$ cat src/hw/rtl/sdu_pkg.sv
// shared types, constants and the arctangent table of the steering decision unit
package sdu_pkg;

    localparam int POS_W      = 24;
    localparam int ANG_W      = 16;
    localparam int DIFF_W     = POS_W + 1;
    localparam int DIST_W     = 25;
    localparam int LIMIT_W    = 15;
    localparam int XY_W       = 44;
    localparam int Z_W        = 28;
    localparam int ROOT_W     = 51;
    localparam int SQ_W       = 50;
    localparam int ATAN_STEPS = 24;
    localparam int SQRT_STEPS = 25;
    localparam int ATAN_IDX_W = 5;
    localparam int REG_IDX_W  = 1;
    localparam int CFG_DATA_W = 24;

    localparam logic signed [Z_W-1:0]    PI_Q24     = 28'sd52707179;
    localparam logic signed [Z_W-1:0]    PI_Q13_Z   = 28'sd25736;
    localparam logic signed [Z_W-1:0]    ROUND_Q13  = 28'sd1024;
    localparam logic signed [17:0]       PI_Q13     = 18'sd25736;
    localparam logic signed [17:0]       TWO_PI_Q13 = 18'sd51472;

    localparam logic [LIMIT_W-1:0] ANGLE_LIMIT_RST  = 15'd819;
    localparam logic [POS_W-1:0]   ARRIVE_RADIUS_RST = 24'd6554;

    localparam logic [REG_IDX_W-1:0] REG_ANGLE_LIMIT   = 1'd0;
    localparam logic [REG_IDX_W-1:0] REG_ARRIVE_RADIUS = 1'd1;

    typedef enum logic [1:0] {
        CMD_STOP     = 2'd0,
        CMD_TURN_POS = 2'd1,
        CMD_TURN_NEG = 2'd2,
        CMD_AHEAD    = 2'd3
    } cmd_t;

    typedef struct packed {
        logic signed [POS_W-1:0] pose_x;
        logic signed [POS_W-1:0] pose_y;
        logic signed [ANG_W-1:0] heading;
        logic signed [POS_W-1:0] goal_x;
        logic signed [POS_W-1:0] goal_y;
    } in_t;

    typedef struct packed {
        logic [1:0]              command;
        logic signed [ANG_W-1:0] target_heading;
        logic signed [ANG_W-1:0] heading_error;
        logic [DIST_W-1:0]       goal_distance;
    } out_t;

    typedef struct packed {
        logic [LIMIT_W-1:0] angle_limit;
        logic [POS_W-1:0]   arrive_radius;
    } cfg_t;

    // one slot of the rotation / square root chain
    typedef struct packed {
        logic                    vld;
        logic                    zero;
        logic signed [XY_W-1:0]  x;
        logic signed [XY_W-1:0]  y;
        logic signed [Z_W-1:0]   z;
        logic [ROOT_W-1:0]       rem;
        logic [ROOT_W-1:0]       root;
        logic signed [ANG_W-1:0] hd;
    } cell_t;

    // atan(2^-i) in Q.24 radians, rounded
    function automatic logic signed [Z_W-1:0] atan_q24(input logic [ATAN_IDX_W-1:0] idx);
        logic signed [Z_W-1:0] v;
        unique case (idx)
            5'd0:    v = 28'sd13176795;
            5'd1:    v = 28'sd7778716;
            5'd2:    v = 28'sd4110060;
            5'd3:    v = 28'sd2086331;
            5'd4:    v = 28'sd1047214;
            5'd5:    v = 28'sd524117;
            5'd6:    v = 28'sd262123;
            5'd7:    v = 28'sd131069;
            5'd8:    v = 28'sd65536;
            5'd9:    v = 28'sd32768;
            5'd10:   v = 28'sd16384;
            5'd11:   v = 28'sd8192;
            5'd12:   v = 28'sd4096;
            5'd13:   v = 28'sd2048;
            5'd14:   v = 28'sd1024;
            5'd15:   v = 28'sd512;
            5'd16:   v = 28'sd256;
            5'd17:   v = 28'sd128;
            5'd18:   v = 28'sd64;
            5'd19:   v = 28'sd32;
            5'd20:   v = 28'sd16;
            5'd21:   v = 28'sd8;
            5'd22:   v = 28'sd4;
            5'd23:   v = 28'sd2;
            default: v = '0;
        endcase
        return v;
    endfunction

endpackage

$ cat src/hw/rtl/sdu_back.sv
// back stages: angle rounding and clamp, error wrap, command choice, output register
module sdu_back
    import sdu_pkg::*;
(
    input  logic  aclk,
    input  logic  aresetn,
    input  logic  en,
    input  cfg_t  cfg,
    input  cell_t c_in,
    output logic  out_vld,
    output out_t  out_data
);

    logic                    d_vld_reg, d_near_reg;
    logic signed [ANG_W-1:0] d_tgt_reg, d_hd_reg, d_tgt_next;
    logic [DIST_W-1:0]       d_dist_reg, root_dist;
    logic signed [Z_W-1:0]   zr;

    logic signed [17:0]      e0, err, lim;
    cmd_t                    cmd;
    logic                    out_vld_reg;
    out_t                    out_reg, out_next;

    assign zr        = (c_in.z + ROUND_Q13) >>> 11;
    assign root_dist = c_in.root[DIST_W-1:0];

    always_comb begin
        priority if (c_in.zero) begin
            d_tgt_next = '0;
        end else if (zr > PI_Q13_Z) begin
            d_tgt_next = ANG_W'(PI_Q13_Z);
        end else if (zr < -PI_Q13_Z) begin
            d_tgt_next = ANG_W'(-PI_Q13_Z);
        end else begin
            d_tgt_next = zr[ANG_W-1:0];
        end
    end

    always_ff @(posedge aclk) begin
        if (!aresetn) begin
            d_vld_reg <= 1'b0;
        end else if (en) begin
            d_vld_reg  <= c_in.vld;
            d_tgt_reg  <= d_tgt_next;
            d_hd_reg   <= c_in.hd;
            d_dist_reg <= root_dist;
            d_near_reg <= root_dist < {1'b0, cfg.arrive_radius};
        end
    end

    assign e0  = $signed({{2{d_tgt_reg[ANG_W-1]}}, d_tgt_reg})
               - $signed({{2{d_hd_reg[ANG_W-1]}}, d_hd_reg});
    assign lim = $signed({3'b000, cfg.angle_limit});

    always_comb begin
        priority if (e0 <= -PI_Q13) begin
            err = e0 + TWO_PI_Q13;
        end else if (e0 > PI_Q13) begin
            err = e0 - TWO_PI_Q13;
        end else begin
            err = e0;
        end
    end

    always_comb begin
        priority if (d_near_reg) begin
            cmd = CMD_STOP;
        end else if (err > lim) begin
            cmd = CMD_TURN_POS;
        end else if (err < -lim) begin
            cmd = CMD_TURN_NEG;
        end else begin
            cmd = CMD_AHEAD;
        end
    end

    always_comb begin
        out_next.command        = cmd;
        out_next.target_heading = d_tgt_reg;
        out_next.heading_error  = err[ANG_W-1:0];
        out_next.goal_distance  = d_dist_reg;
    end

    always_ff @(posedge aclk) begin
        if (!aresetn) begin
            out_vld_reg <= 1'b0;
        end else if (en) begin
            out_vld_reg <= d_vld_reg;
            out_reg     <= out_next;
        end
    end

    assign out_vld  = out_vld_reg;
    assign out_data = out_reg;

endmodule

$ cat config.mk
export PLATFORM = sky130hd
export DESIGN_NAME = sdu_back
export DESIGN_NICKNAME = d
export VERILOG_FILES = /design/src/hw/rtl/sdu_pkg.sv /design/src/hw/rtl/sdu_back.sv
export SDC_FILE = /design/constraint.sdc
export NUM_CORES = 1
export LEC_CHECK = 0
export BUFFER_PORTS_ARGS = -buffer_cell sky130_fd_sc_hd__buf_2
export CAP_MARGIN = 20
export CORE_UTILIZATION = 35
export CTS_BUF_LIST = sky130_fd_sc_hd__clkbuf_16
export DETAILED_ROUTE_END_ITERATION = 8
export PLACE_DENSITY_LB_ADDON = 0.3
export SYNTH_ARGS = -nofsm -noshare
export SYNTH_HDL_FRONTEND = slang
export SYNTH_SLANG_ARGS = --single-unit
$ cat constraint.sdc
create_clock -name aclk -period 9.07 [get_ports aclk]
set_input_delay 1.3605 -clock aclk [delete_from_list [all_inputs] [get_ports aclk]]
set_output_delay 1.3605 -clock aclk [all_outputs]
set_load 0.02 [all_outputs]
* Word-level counts from Yosys, hierarchy flattened
Cells that the tools add are included.
Word-level totals: ROM bits 0, memories 0, bits in latches 0, bits of input ports 278, RAM bits 0, logic and storage cells 35, output and inout port bits 60, register bits after elaboration 119
Operators by class: bitwise operators 0, muxes and demuxes 6, multipliers 0, reductions and logical operators 4, eq/ne operators 0, magnitude comparators 7, add/sub/neg operators 5, divide/modulo/power cells 0, shift operators 0
Operators by type and width (number):
- two-way mux 18 bit | 2
- greater-than comparator 17 x 16 -> 1 bit (second input constant) | 2
- adder 28 x 12 -> 28 bit (second input constant) | 1
- < comparator 25 x 24 -> 1 bit | 1
- adder 17 x 17 -> 18 bit (second input constant) | 1
- greater-than comparator 18 x 16 -> 1 bit | 1
- < comparator 18 bit | 1
- negation 15 -> 18 bit | 1
- subtractor 17 x 17 -> 18 bit (second input constant) | 1
- <= comparator 17 x 16 -> 1 bit (second input constant) | 1
- < comparator 17 x 16 -> 1 bit (second input constant) | 1
- subtractor 16 x 16 -> 17 bit | 1
- two-way mux 16 bit | 1
- two-way mux 15 bit | 1
- OR reduction 2 bit | 2
- OR reduction 3 bit | 1
- two-way mux 1 bit | 2
- AND reduction 2 bit | 1

* Depth between registers and ports, before layout
depth after elaboration 7, gate-level depth with buffers 24, gate-level depth less buffers 24

* Worst setup path before layout
No wires, ideal clock.
kind reg2reg, from register d_tgt_reg[0], to register out_reg, in the netlist out_data[57], data pin, setup time 0.267 ns, period minus slack after synthesis 4.905 ns, path buffers 0, setup slack 4.165 ns, required time 8.803 ns, cell stages (with the launch flop) 24, arrival 4.638 ns, cell sequence edfxtp_1 > inv_1 > ha_1 > inv_1 > fa_1 > a21o_2 > a221oi_4 > o21ai_2 > xor2_1 > o311ai_2 > a311o_1 > a21oi_2 > o21ai_0 > o2bb2ai_1 > xnor2_1 > ha_1 > a21o_1 > a21oi_1 > nand2_1 > nand2_1 > a21oi_1 > a311o_1 > a31oi_1 > o211ai_1
Between the ends: longest elaborated chain between the ends 7, elaborated cells between the ends (all ways) 11, those cells by class 3 x add/sub; 4 x order compare; 4 x mux
Ends and longest elaborated chain:
- start, declared | RTL line sdu_back.sv:15 | logic signed [ANG_W-1:0] d_tgt_reg, d_hd_reg, d_tgt_next;
- start signal, assigned | RTL line sdu_back.sv:44 | d_tgt_reg <= d_tgt_next;
- subtractor 16 x 16 -> 17 bit * | RTL line sdu_back.sv:52 | - $signed({{2{d_hd_reg[ANG_W-1]}}, d_hd_reg});
- subtractor 17 x 17 -> 18 bit / greater-than comparator 17 x 16 -> 1 bit (equally long branches) | RTL line sdu_back.sv:59, sdu_back.sv:58
- two-way mux 18 bit | RTL line sdu_back.sv:58 | end else if (e0 > PI_Q13) begin
- two-way mux 18 bit * | RTL line sdu_back.sv:56 | priority if (e0 <= -PI_Q13) begin
- net err[8] | RTL line sdu_back.sv:19 | logic signed [17:0] e0, err, lim;
- < comparator 18 bit | RTL line sdu_back.sv:70 | end else if (err < -lim) begin
- two-way mux 1 bit | RTL line sdu_back.sv:70
- two-way mux 1 bit * | RTL line sdu_back.sv:68 | end else if (err > lim) begin
- end signal, assigned | RTL line sdu_back.sv:89 | out_reg <= out_next;
- end, declared | RTL line sdu_back.sv:22 | out_t out_reg, out_next;
The timed path passes the listed nets; every way through them passes the cells marked *. A chain may end at the register's enable or synchronous reset.

* Worst setup path after layout
Ends and elaborated chain as after synthesis.

==> results by group <==
Worst setup path
  – Reg2reg setup slack: 3.35 ns
  – Crit path max fanout: 6
  – Required time worst endpoint: 9.22 ns
  – Worst EP arrival: 5.87 ns
  – Crit. End Element: flip-flop
  – R2R depth: 23
  – CP Class: flip-flop to flip-flop
  – Startpoint types: flip-flop

Drt
  – Post-route ant nets: 0
  – Final wirelength: 16700 µm
  – Routed len/inst: 14.80 µm
  – DRC viols: 0
  – Via density: 5.009
  – 1st-pass router iterations: 5
  – Via count: 5655
  – 1st-iter DRT viols: 306

Global route
  – Initial antenna violation count: 1
  – Number of global-route vias before repair: 5429
  – Total congestion overflow: 0
  – Wire length of the first global-routing pass: 27290 µm
  – Total GRT Usage: 16.02%
  – Pin count of the biggest net entering global routing: 77

STA
  – Setup ws final: 3.355 ns
  – Final period util: 63.01%
  – Slew @ Worst Pin: 0.9472 ns
  – Setup TNS: 0 ns
  – Final min period: 5.715 ns
  – Clk_skew: 0.01834 ns
  – Final Slew Violations: 0
  – RSZ-0062 raised after global routing: no
  – Relative slew margins: 36.85%
  – Hold Vio Cnt, Final: 0
  – Fmax: 0.1750 GHz
  – Count of final setup violators: 0

Synthesis
  – Top-area cell type share of the netlist area: 47.05%
  – Synth top area cells: edfxtp_1, ha_1, xnor2_1
  – Number of synthesized flops with an enable pin: 117
  – Avg Cell Area, Syn: 11.16 µm²
  – Cell area after synthesis: 7467 µm²
  – Register area share after synthesis: 47.59%
  – Leading register cell type out of synthesis: edfxtp_1
  – Ys async rst share: 0%
  – Top cells by count, synth: edfxtp_1, ha_1, inv_1
  – Netlist cell types: 79
  – Synth warn: 0
  – Mapped Nets: 1016
  – Mapped Cells: 669
  – Most common cell in the netlist: edfxtp_1
  – FF+latch count, synth: 119
  – Leading area contributor after synthesis: edfxtp_1

Cells and area
  – Final non-filler cell total: 1129
  – Area Overhead vs Synth: 22.70%
  – Max FFs per register: 59
  – Layout cells sized above 1: 25.88%
  – Total Nets Final: 1188
  – ANT cells: 0

Floorplan
  – Core footprint: 20960 µm²
  – Die area: 21920 µm²
  – Die W: 148.1 µm
  – Die H: 148.1 µm
  – Row cnt: 53
  – I/O pin total: 338
  – Initial core utilization: 35.63%

Power and ir drop
  – Power per standard cell area: 214.4 nW/µm²
  – Peak VDD IR: 0.1276 mV
  – Pwr Total: 0.001964 W
  – Pleak: 3.873 nW

Placement
  – Final HPWL DP: 12820 µm
  – Dpl ws: 3.400 ns
  – Port Buffers: 162
  – RD Place Congestion: 0.8435
  – DP Cell Count: 1096

Clock network
  – Cts repair resizes: 0
  – Post-CTS Hold Fix Bufs: 0
  – Htree depth: 4
  – CTS tree: yes
  – Skew-Pair Late Insertion Delay: 0.43 ns
  – Clock buffer depth: 2
  – CTS Buf Count: 17
  – Clock transition at the registers of the reported paths: 0.06 ns
  – Root Buffer: clkbuf_16
  – Post-CTS Setup Inserts: 0
  – TritonCTS Sinks: 119

Run
  – Max Cap Violations: 0

Run status
  – Status: completed

Worst hold path
  – Hold WC Path Type: flip-flop to flip-flop
  – Worst hold path depth: 0
-- final timing paths --
check                 startpoint           end
setup / recovery    d_tgt_reg[0]  out_data[57]
hold / removal    d_dist_reg[21]  out_data[21]
setup reg to reg    d_tgt_reg[0]  out_data[57]
hold reg to reg   d_dist_reg[21]  out_data[21]
-- where the power goes --
part / switching, W / internal, W / total [W]
Clock: 0.000262 / 0.000404 / 0.000666
Sequential: 0.0000123 / 0.000661 / 0.000673
Combinational: 0.000378 / 0.000247 / 0.000625
-- critical path, stage by stage, from the launching register on --
cell and delay, ns:
edfxtp_1 0.38, inv_1 0.07, ha_1 0.16, inv_1 0.05, fa_1 0.40, a21o_2 0.27
a221oi_4 0.39, o21ai_2 0.14, xor2_1 0.48, o311ai_2 0.26, a311o_1 0.40, a21oi_2 0.32
o21ai_0 0.16, o2bb2ai_1 0.17, xnor2_1 0.36, ha_1 0.33, a21o_1 0.18, a21oi_1 0.18
nand2_1 0.07, nand2_1 0.06, a21oi_1 0.03, a311o_1 0.29, a31oi_1 0.17, o211ai_1 0.12
-- logic make-up after synthesis --
family,after synthesis,synth area share [%]
buffers and inverters,75,3.871
DFF,119,47.59
AOI/OAI and AO/OA,178,17.54
and+or+nand+nor,170,11.93
muxes,3,0.4189
adders and majority gates,72,12.06
xor gates and xnor gates,52,6.585
-- metal layers --
| metal | global-route usage, % | up-vias | wire length (µm) |
|---|---|---|---|
| met5 | 0 | - | 0 |
| met4 | 4.175 | 0 | 176 |
| met3 | 6.288 | 14 | 1326 |
| met2 | 24.11 | 170 | 7416 |
| met1 | 21.40 | 2609 | 7784 |
| li1 | - | 2862 | - |
-- cell type report --
type	count	area, µm²
clock inverters	15	148.9
well taps	275	344.1
repair buffers	164	823.3
flip-flops and latches	119	3553
inverters	64	240.2
fillers	2050	11790
clock buffers	17	425.4
multi-input cells	475	3627
-- cell usage in the layout, fill, tap and decap left out, types with 4 or more instances in the layout --
master,count
a211o_1,4
a211oi_1,5
a21o_1,23
a21oi_1,44
a22oi_1,4
a31oi_1,12
and3_1,8
buf_2,163
clkbuf_16,17
edfxtp_1,117
ha_1,68
inv_1,63
inv_6,4
nand2_1,39
nand2b_1,8
nand3_1,18
nand4_1,8
nor2_1,27
nor2b_1,10
nor3_1,20
nor4_1,5
o211ai_1,6
o21a_1,5
o21ai_0,24
xnor2_1,29
xor2_1,19
-- through the flow --
stage	utilization [%]	hold WS (ns)	instance area (µm²)
finish	43.72	0.4108	9163
global route	43.72	0.4212	9163
CTS	43.70	0.4179	9158
detailed placement	40.96	0.4045	8583
global placement	40.96	0.4004	8583
floorplan	-	0.4003	7467
No activity file was read; power rests on OpenSTA's default activity.
