$ cat src/hw/rtl/sdu_pkg.sv
// shared types, constants and the arctangent table of the steering decision unit
package sdu_pkg;

    localparam int POS_W      = 24;
    localparam int ANG_W      = 16;
    localparam int DIFF_W     = POS_W + 1;
    localparam int DIST_W     = 25;
    localparam int LIMIT_W    = 15;
    localparam int XY_W       = 44;
    localparam int Z_W        = 28;
    localparam int ROOT_W     = 51;
    localparam int SQ_W       = 50;
    localparam int ATAN_STEPS = 24;
    localparam int SQRT_STEPS = 25;
    localparam int ATAN_IDX_W = 5;
    localparam int REG_IDX_W  = 1;
    localparam int CFG_DATA_W = 24;

    localparam logic signed [Z_W-1:0]    PI_Q24     = 28'sd52707179;
    localparam logic signed [Z_W-1:0]    PI_Q13_Z   = 28'sd25736;
    localparam logic signed [Z_W-1:0]    ROUND_Q13  = 28'sd1024;
    localparam logic signed [17:0]       PI_Q13     = 18'sd25736;
    localparam logic signed [17:0]       TWO_PI_Q13 = 18'sd51472;

    localparam logic [LIMIT_W-1:0] ANGLE_LIMIT_RST  = 15'd819;
    localparam logic [POS_W-1:0]   ARRIVE_RADIUS_RST = 24'd6554;

    localparam logic [REG_IDX_W-1:0] REG_ANGLE_LIMIT   = 1'd0;
    localparam logic [REG_IDX_W-1:0] REG_ARRIVE_RADIUS = 1'd1;

    typedef enum logic [1:0] {
        CMD_STOP     = 2'd0,
        CMD_TURN_POS = 2'd1,
        CMD_TURN_NEG = 2'd2,
        CMD_AHEAD    = 2'd3
    } cmd_t;

    typedef struct packed {
        logic signed [POS_W-1:0] pose_x;
        logic signed [POS_W-1:0] pose_y;
        logic signed [ANG_W-1:0] heading;
        logic signed [POS_W-1:0] goal_x;
        logic signed [POS_W-1:0] goal_y;
    } in_t;

    typedef struct packed {
        logic [1:0]              command;
        logic signed [ANG_W-1:0] target_heading;
        logic signed [ANG_W-1:0] heading_error;
        logic [DIST_W-1:0]       goal_distance;
    } out_t;

    typedef struct packed {
        logic [LIMIT_W-1:0] angle_limit;
        logic [POS_W-1:0]   arrive_radius;
    } cfg_t;

    // one slot of the rotation / square root chain
    typedef struct packed {
        logic                    vld;
        logic                    zero;
        logic signed [XY_W-1:0]  x;
        logic signed [XY_W-1:0]  y;
        logic signed [Z_W-1:0]   z;
        logic [ROOT_W-1:0]       rem;
        logic [ROOT_W-1:0]       root;
        logic signed [ANG_W-1:0] hd;
    } cell_t;

    // atan(2^-i) in Q.24 radians, rounded
    function automatic logic signed [Z_W-1:0] atan_q24(input logic [ATAN_IDX_W-1:0] idx);
        logic signed [Z_W-1:0] v;
        unique case (idx)
            5'd0:    v = 28'sd13176795;
            5'd1:    v = 28'sd7778716;
            5'd2:    v = 28'sd4110060;
            5'd3:    v = 28'sd2086331;
            5'd4:    v = 28'sd1047214;
            5'd5:    v = 28'sd524117;
            5'd6:    v = 28'sd262123;
            5'd7:    v = 28'sd131069;
            5'd8:    v = 28'sd65536;
            5'd9:    v = 28'sd32768;
            5'd10:   v = 28'sd16384;
            5'd11:   v = 28'sd8192;
            5'd12:   v = 28'sd4096;
            5'd13:   v = 28'sd2048;
            5'd14:   v = 28'sd1024;
            5'd15:   v = 28'sd512;
            5'd16:   v = 28'sd256;
            5'd17:   v = 28'sd128;
            5'd18:   v = 28'sd64;
            5'd19:   v = 28'sd32;
            5'd20:   v = 28'sd16;
            5'd21:   v = 28'sd8;
            5'd22:   v = 28'sd4;
            5'd23:   v = 28'sd2;
            default: v = '0;
        endcase
        return v;
    endfunction

endpackage

$ cat src/hw/rtl/sdu_front.sv
// front stages: goal vector, squares, quadrant pre-rotation and squared length
module sdu_front
    import sdu_pkg::*;
(
    input  logic  aclk,
    input  logic  aresetn,
    input  logic  en,
    input  logic  in_vld,
    input  in_t   in_data,
    output cell_t c_out
);

    // stage a: vector to goal
    logic                     a_vld_reg;
    logic signed [DIFF_W-1:0] a_dx_reg, a_dy_reg;
    logic signed [ANG_W-1:0]  a_hd_reg;
    logic signed [DIFF_W-1:0] a_dx_next, a_dy_next;

    // stage b: squares and pre-rotation
    logic                     b_vld_reg, b_zero_reg;
    logic [SQ_W-2:0]          b_sqx_reg, b_sqy_reg;
    logic signed [XY_W-1:0]   b_x_reg, b_y_reg;
    logic signed [Z_W-1:0]    b_z_reg;
    logic signed [ANG_W-1:0]  b_hd_reg;
    logic signed [2*DIFF_W-1:0] sqx_full, sqy_full;
    logic signed [XY_W-1:0]   x0, y0, b_x_next, b_y_next;
    logic signed [Z_W-1:0]    b_z_next;

    // stage c: squared length
    cell_t c_reg, c_next;

    assign a_dx_next = $signed({in_data.goal_x[POS_W-1], in_data.goal_x})
                     - $signed({in_data.pose_x[POS_W-1], in_data.pose_x});
    assign a_dy_next = $signed({in_data.goal_y[POS_W-1], in_data.goal_y})
                     - $signed({in_data.pose_y[POS_W-1], in_data.pose_y});

    always_ff @(posedge aclk) begin
        if (!aresetn) begin
            a_vld_reg <= 1'b0;
        end else if (en) begin
            a_vld_reg <= in_vld;
            a_dx_reg  <= a_dx_next;
            a_dy_reg  <= a_dy_next;
            a_hd_reg  <= in_data.heading;
        end
    end

    assign sqx_full = a_dx_reg * a_dx_reg;
    assign sqy_full = a_dy_reg * a_dy_reg;

    // vector scaled by 2^16 for the rotation
    assign x0 = $signed({{(XY_W-DIFF_W-16){a_dx_reg[DIFF_W-1]}}, a_dx_reg, 16'd0});
    assign y0 = $signed({{(XY_W-DIFF_W-16){a_dy_reg[DIFF_W-1]}}, a_dy_reg, 16'd0});

    always_comb begin
        b_x_next = x0;
        b_y_next = y0;
        b_z_next = '0;
        // left half plane: rotate by pi first
        if (a_dx_reg[DIFF_W-1]) begin
            b_x_next = -x0;
            b_y_next = -y0;
            b_z_next = a_dy_reg[DIFF_W-1] ? -PI_Q24 : PI_Q24;
        end
    end

    always_ff @(posedge aclk) begin
        if (!aresetn) begin
            b_vld_reg <= 1'b0;
        end else if (en) begin
            b_vld_reg  <= a_vld_reg;
            b_zero_reg <= (a_dx_reg == '0) && (a_dy_reg == '0);
            b_sqx_reg  <= sqx_full[SQ_W-2:0];
            b_sqy_reg  <= sqy_full[SQ_W-2:0];
            b_x_reg    <= b_x_next;
            b_y_reg    <= b_y_next;
            b_z_reg    <= b_z_next;
            b_hd_reg   <= a_hd_reg;
        end
    end

    always_comb begin
        c_next.vld  = b_vld_reg;
        c_next.zero = b_zero_reg;
        c_next.x    = b_x_reg;
        c_next.y    = b_y_reg;
        c_next.z    = b_z_reg;
        c_next.rem  = ROOT_W'(b_sqx_reg) + ROOT_W'(b_sqy_reg);
        c_next.root = '0;
        c_next.hd   = b_hd_reg;
    end

    always_ff @(posedge aclk) begin
        if (!aresetn) begin
            c_reg.vld <= 1'b0;
        end else if (en) begin
            c_reg <= c_next;
        end
    end

    assign c_out = c_reg;

endmodule

$ cat config.mk
export PLATFORM = sky130hd
export DESIGN_NAME = sdu_front
export DESIGN_NICKNAME = d
export VERILOG_FILES = /design/src/hw/rtl/sdu_pkg.sv /design/src/hw/rtl/sdu_front.sv
export SDC_FILE = /design/constraint.sdc
export NUM_CORES = 2
export LEC_CHECK = 0
export BUFFER_PORTS_ARGS = -buffer_cell sky130_fd_sc_hd__buf_2
export CORE_MARGIN = 3
export CORE_UTILIZATION = 58
export CTS_BUF_LIST = sky130_fd_sc_hd__clkbuf_16
export DETAILED_ROUTE_END_ITERATION = 10
export PLACE_DENSITY = 0.78
export SLEW_MARGIN = 20
export SYNTH_ARGS = -nofsm -noshare
export SYNTH_HDL_FRONTEND = slang
export SYNTH_SLANG_ARGS = --single-unit
$ cat constraint.sdc
create_clock -name aclk -period 10.3 [get_ports aclk]
set_clock_uncertainty 0.15 [all_clocks]
set_input_delay 0.515 -clock aclk [delete_from_list [all_inputs] [get_ports aclk]]
set_output_delay 0.515 -clock aclk [all_outputs]
set_load 0.01 [all_outputs]
# After elaboration in Yosys (flattened, before gate mapping)
# Cells that the tools add are included.
[totals] regBits=484 latch_bits=0 ram_bits=0 rom_bits=0 inputBits=116 memories=0
[classes] addsub=5 multipliers=2 div=0 magnitude_cmp=0 eq_ne=0 n_shift=0 muxes=3 n_bitwise=0 reduce_logical=4
[op_table] op="multiplier 25 x 25 -> 49 bit" count=2
[op_table] op="negation 41 -> 44 bit" count=2
[op_table] op="adder 49 x 49 -> 50 bit" count=1
[op_table] op="logical NOT 25 bit" count=2
[op_table] op="subtractor 24 x 24 -> 25 bit" count=2
[op_table] op="two-way mux 44 bit" count=1
[op_table] op="two-way mux 40 bit" count=1
[op_table] op="two-way mux 28 bit" count=1
[op_table] op="AND reduction 2 bit" count=1
[op_table] op="logical AND 1 bit" count=1

# Logic depth before layout (Yosys ltp)
[depth] depth_word=2 mapped_depth=28 depth_no_buf=26

# Worst setup path after synthesis
# OpenSTA, ideal clock, no wires.
[synth_timing] kind="input to register" startpoint="input en" endpoint="register a_dx_reg[0] (enable)" t_arrival_ps=8663 setup_slack_ps=718 cell_stages=1 n_path_buf=0 path_cell_list="and2_1"
[synth_between] elab_chain_len=1
[synth_lines] item="start, declared" line_no="sdu_front.sv:7" text="input logic en,"
[synth_lines] item="AND reduction 2 bit (no line)"
[synth_lines] item="end signal, assigned" line_no="sdu_front.sv:42" text="a_dx_reg <= a_dx_next;"
[synth_lines] item="end, declared" line_no="sdu_front.sv:15" text="logic signed [DIFF_W-1:0] a_dx_reg, a_dy_reg;"
# No other way between the ends.
# A chain may end at the register's enable or synchronous reset.

# Worst setup path in the final report
[layout_timing] startpoint="register a_dy_reg[4]" endpoint="register b_sqy_reg[46], data pin"
[layout_between] elab_chain_len=1
[layout_lines] item="start, declared" line_no="sdu_front.sv:15"
[layout_lines] item="start signal, assigned" line_no="sdu_front.sv:43" text="a_dy_reg <= a_dy_next;"
[layout_lines] item="multiplier 25 x 25 -> 49 bit" line_no="sdu_front.sv:49" text="assign sqy_full = a_dy_reg * a_dy_reg;"
[layout_lines] item="via sqy_full[46]" line_no="sdu_front.sv:25" text="logic signed [2*DIFF_W-1:0] sqx_full, sqy_full;"
[layout_lines] item="end signal, assigned" line_no="sdu_front.sv:74" text="b_sqy_reg <= sqy_full[SQ_W-2:0];"
[layout_lines] item="end, declared" line_no="sdu_front.sv:21" text="logic [SQ_W-2:0] b_sqx_reg, b_sqy_reg;"
# The timed path passes the listed nets, and every way through them passes these cells.

==> impl_metrics.env <==
export IMPL_status="complete, no violations"
export IMPL_rsz0062_at_grt="no"
export IMPL_insertion_delay_ps=610
export IMPL_cts_buffers_inserted=43
export IMPL_portBuffers=267
export IMPL_n_antenna_cell=0
export IMPL_yosysMostFrequentCell="inv_1"
export IMPL_vias=39300
export IMPL_synth_ff_type="edfxtp_1"
export IMPL_dr_pass1_iters=6
export IMPL_nFillCells=7755
export IMPL_fmax_mhz=113
export IMPL_finalHoldViolCount=0
export IMPL_die_h_um=324
export IMPL_ys_warn_count=0
export IMPL_cts_max_path_buffers=3
export IMPL_synth_cells=5679
export IMPL_drtIter0Drc=2755
export IMPL_critical_path_class="flop to flop"
export IMPL_drt_total_wl_mm=132
export IMPL_grt_usage_pct=26.4
export IMPL_grt_remaining_overflow=0
export IMPL_syn_area_per_cell_um2=10.3
export IMPL_synth_yosys_seq_area_share_pct=18.7
export IMPL_multiInputGateArea_um2=40800
export IMPL_grt_max_degree=149
export IMPL_die_area_um2=105000
export IMPL_max_slew_margin_pct=28.1
export IMPL_synth_area_top_cells="fa_1, edfxtp_1, inv_1, ha_1, xnor2_1"
export IMPL_dp_hpwl_mm=106
export IMPL_gp_congestion=0.949
export IMPL_required_ps=10550
export IMPL_hp_class="primary input to flop"
export IMPL_syn_cell_area_um2=58500
export IMPL_yosys_top_cells_count="inv_1, fa_1, nand2_1, ha_1, edfxtp_1"
export IMPL_period_minus_slack_ps=8830
export IMPL_grt_pass1_wl_mm=216
export IMPL_initial_utilization_pct=59.0
export IMPL_critPathCaptureType="flop"
export IMPL_htree_num_levels=2
export IMPL_maxCapViolCount=0
export IMPL_area_growth_pct=6.50
export IMPL_coreArea_um2=99100
export IMPL_slew_viol_final=0
export IMPL_fin_nets=7590
export IMPL_row_count=115
export IMPL_period_share_pct=85.7
export IMPL_vias_per_cell=5.46
export IMPL_post_cts_buffers=0
export IMPL_cts_sink_count=365
export IMPL_antenna_found_initial=4
export IMPL_regArea_um2=10900
export IMPL_synth_top_area_share_pct=41.1
export IMPL_cts_reportedPaths_clkPinSlew_ps=60
export IMPL_worst_slew_pin_slew_ps=1080
export IMPL_synthArstFlopShare_pct=0
export IMPL_crit_fanout=22
export IMPL_wl_per_cell_um=18.4
export IMPL_cts_tree="built"
export IMPL_drc=0
export IMPL_ys_ff_latch=365
export IMPL_grt_pass1_vias=42600
export IMPL_die_w_um=324
export IMPL_pin_count=352
export IMPL_ys_types=84
export IMPL_root_buffer="clkbuf_16"
export IMPL_drive_above_1_share_pct=7.35
export IMPL_antenna_left=0
export IMPL_cp_start_kind="flop"
export IMPL_synth_area_leader_cell="fa_1"
export IMPL_setup_tns_ps=0
export IMPL_cp_arrival_ps=9080
export IMPL_largest_reg_flops=127
export IMPL_setup_viol_count_final=0
export IMPL_synth_edf_count=362
## worst max-delay path, stage by stage (launching register included)
cell	delay [ps]
edfxtp_1	970
clkinv_1	720
nor2_1	400
fa_1	480
fa_1	490
inv_1	50
fa_1	540
inv_1	60
fa_1	450
ha_1	300
fa_1	480
inv_1	50
fa_1	500
inv_1	50
ha_1	360
a211o_1	310
o22ai_1	160
nor3_1	60
a21boi_0	160
o31ai_1	610
a21oi_1	320
a21oi_2	340
o21ai_0	200
a2111oi_1	380
## path summary, 6_finish.rpt
path / from / slack, ps / end / cells past startpoint
worst max register to register: a_dy_reg[4]$_DFFE_PP_ / 1470 / b_sqy_reg[46]$_DFFE_PP_ / 23
worst min register to register: b_y_reg[26]$_DFFE_PP_ / 260 / c_out[172]$_DFFE_PP_ / 0
worst max-delay path: a_dy_reg[4]$_DFFE_PP_ / 1470 / b_sqy_reg[46]$_DFFE_PP_ / 23
worst min-delay path: in_vld / 40 / a_vld_reg$_SDFFE_PN0P_ / 3
## logic make-up (layout without fill, tap and decap cells)
family,after synthesis,after routing,synth area share [%]
buf+inv,1762,1902,12.0
fa+ha+maj,1604,1604,49.7
simple gates,1118,1118,9.10
compound gates,566,566,6.50
flops,365,365,18.7
xor+xnor,254,254,3.80
mux,9,9,0.158
other cells,1,85,0.00641
## metrics by stage
stage / cells / utilization, % / area, um^2 / setup slack (ps) / hold WS, ps
6_report: 7190 / 62.8 / 62300 / 1470 / 38.0
3_3_place_gp: 7094 / 61.2 / 60700 / 1840 / 251
5_1_grt: 7190 / 62.8 / 62300 / 1110 / 33.8
4_1_cts: 7189 / 62.8 / 62200 / 1610 / 5.23
3_5_place_dp: 7094 / 61.2 / 60700 / 1650 / 255
2_1_floorplan: 5763 / - / 58800 / 718 / 250
## repair_timing
action,4_1_cts,5_1_grt
gates resized for setup,0,0
hold endpoints to repair,17,0
hold buffers,17,0
## area by class of cell
class                   count  area share, %
inverters                1487           8.96
repair buffers            337           3.11
clock buffers              44           1.77
flip-flops and latches    365           17.6
clock inverters            34          0.448
well taps                1287           2.59
multi-input cells        3636           65.6
## cell usage in the layout (no fill, tap or decap), types with 6 or more instances in the layout
| cell | count |
|---|---|
| inv_1 | 1484 |
| fa_1 | 1199 |
| nand2_1 | 446 |
| ha_1 | 405 |
| edfxtp_1 | 362 |
| buf_2 | 267 |
| and2_1 | 208 |
| nor2_1 | 202 |
| xnor2_1 | 197 |
| a21oi_1 | 157 |
| o21ai_0 | 101 |
| a21o_1 | 99 |
| conb_1 | 85 |
| xor2_1 | 57 |
| buf_4 | 51 |
| nor2b_1 | 48 |
| nand3_1 | 46 |
| nor3_1 | 44 |
| clkbuf_16 | 44 |
| nand2b_1 | 31 |
| o31ai_1 | 26 |
| o21a_1 | 23 |
| a31oi_1 | 19 |
| and3_1 | 18 |
| nand4_1 | 18 |
| o21bai_1 | 17 |
| dlygate4sd3_1 | 17 |
| clkinv_1 | 14 |
| a211oi_1 | 14 |
| or3_1 | 14 |
| or2_2 | 12 |
| o41ai_1 | 11 |
| o31a_1 | 11 |
| nor4_1 | 11 |
| a31o_2 | 8 |
| o211ai_1 | 8 |
| clkinv_2 | 8 |
| mux2i_1 | 7 |
| clkinvlp_4 | 6 |
## routing by layer
layer	GRT usage [%]	routed length (um)
met1	34.1	51200
met2	45.1	66000
met3	4.41	9810
met4	9.75	5100
met5	0	20
Power is left out: the tool's default activity adds up to more than one toggle a clock period on the data nets, which glitch-free logic cannot reach.
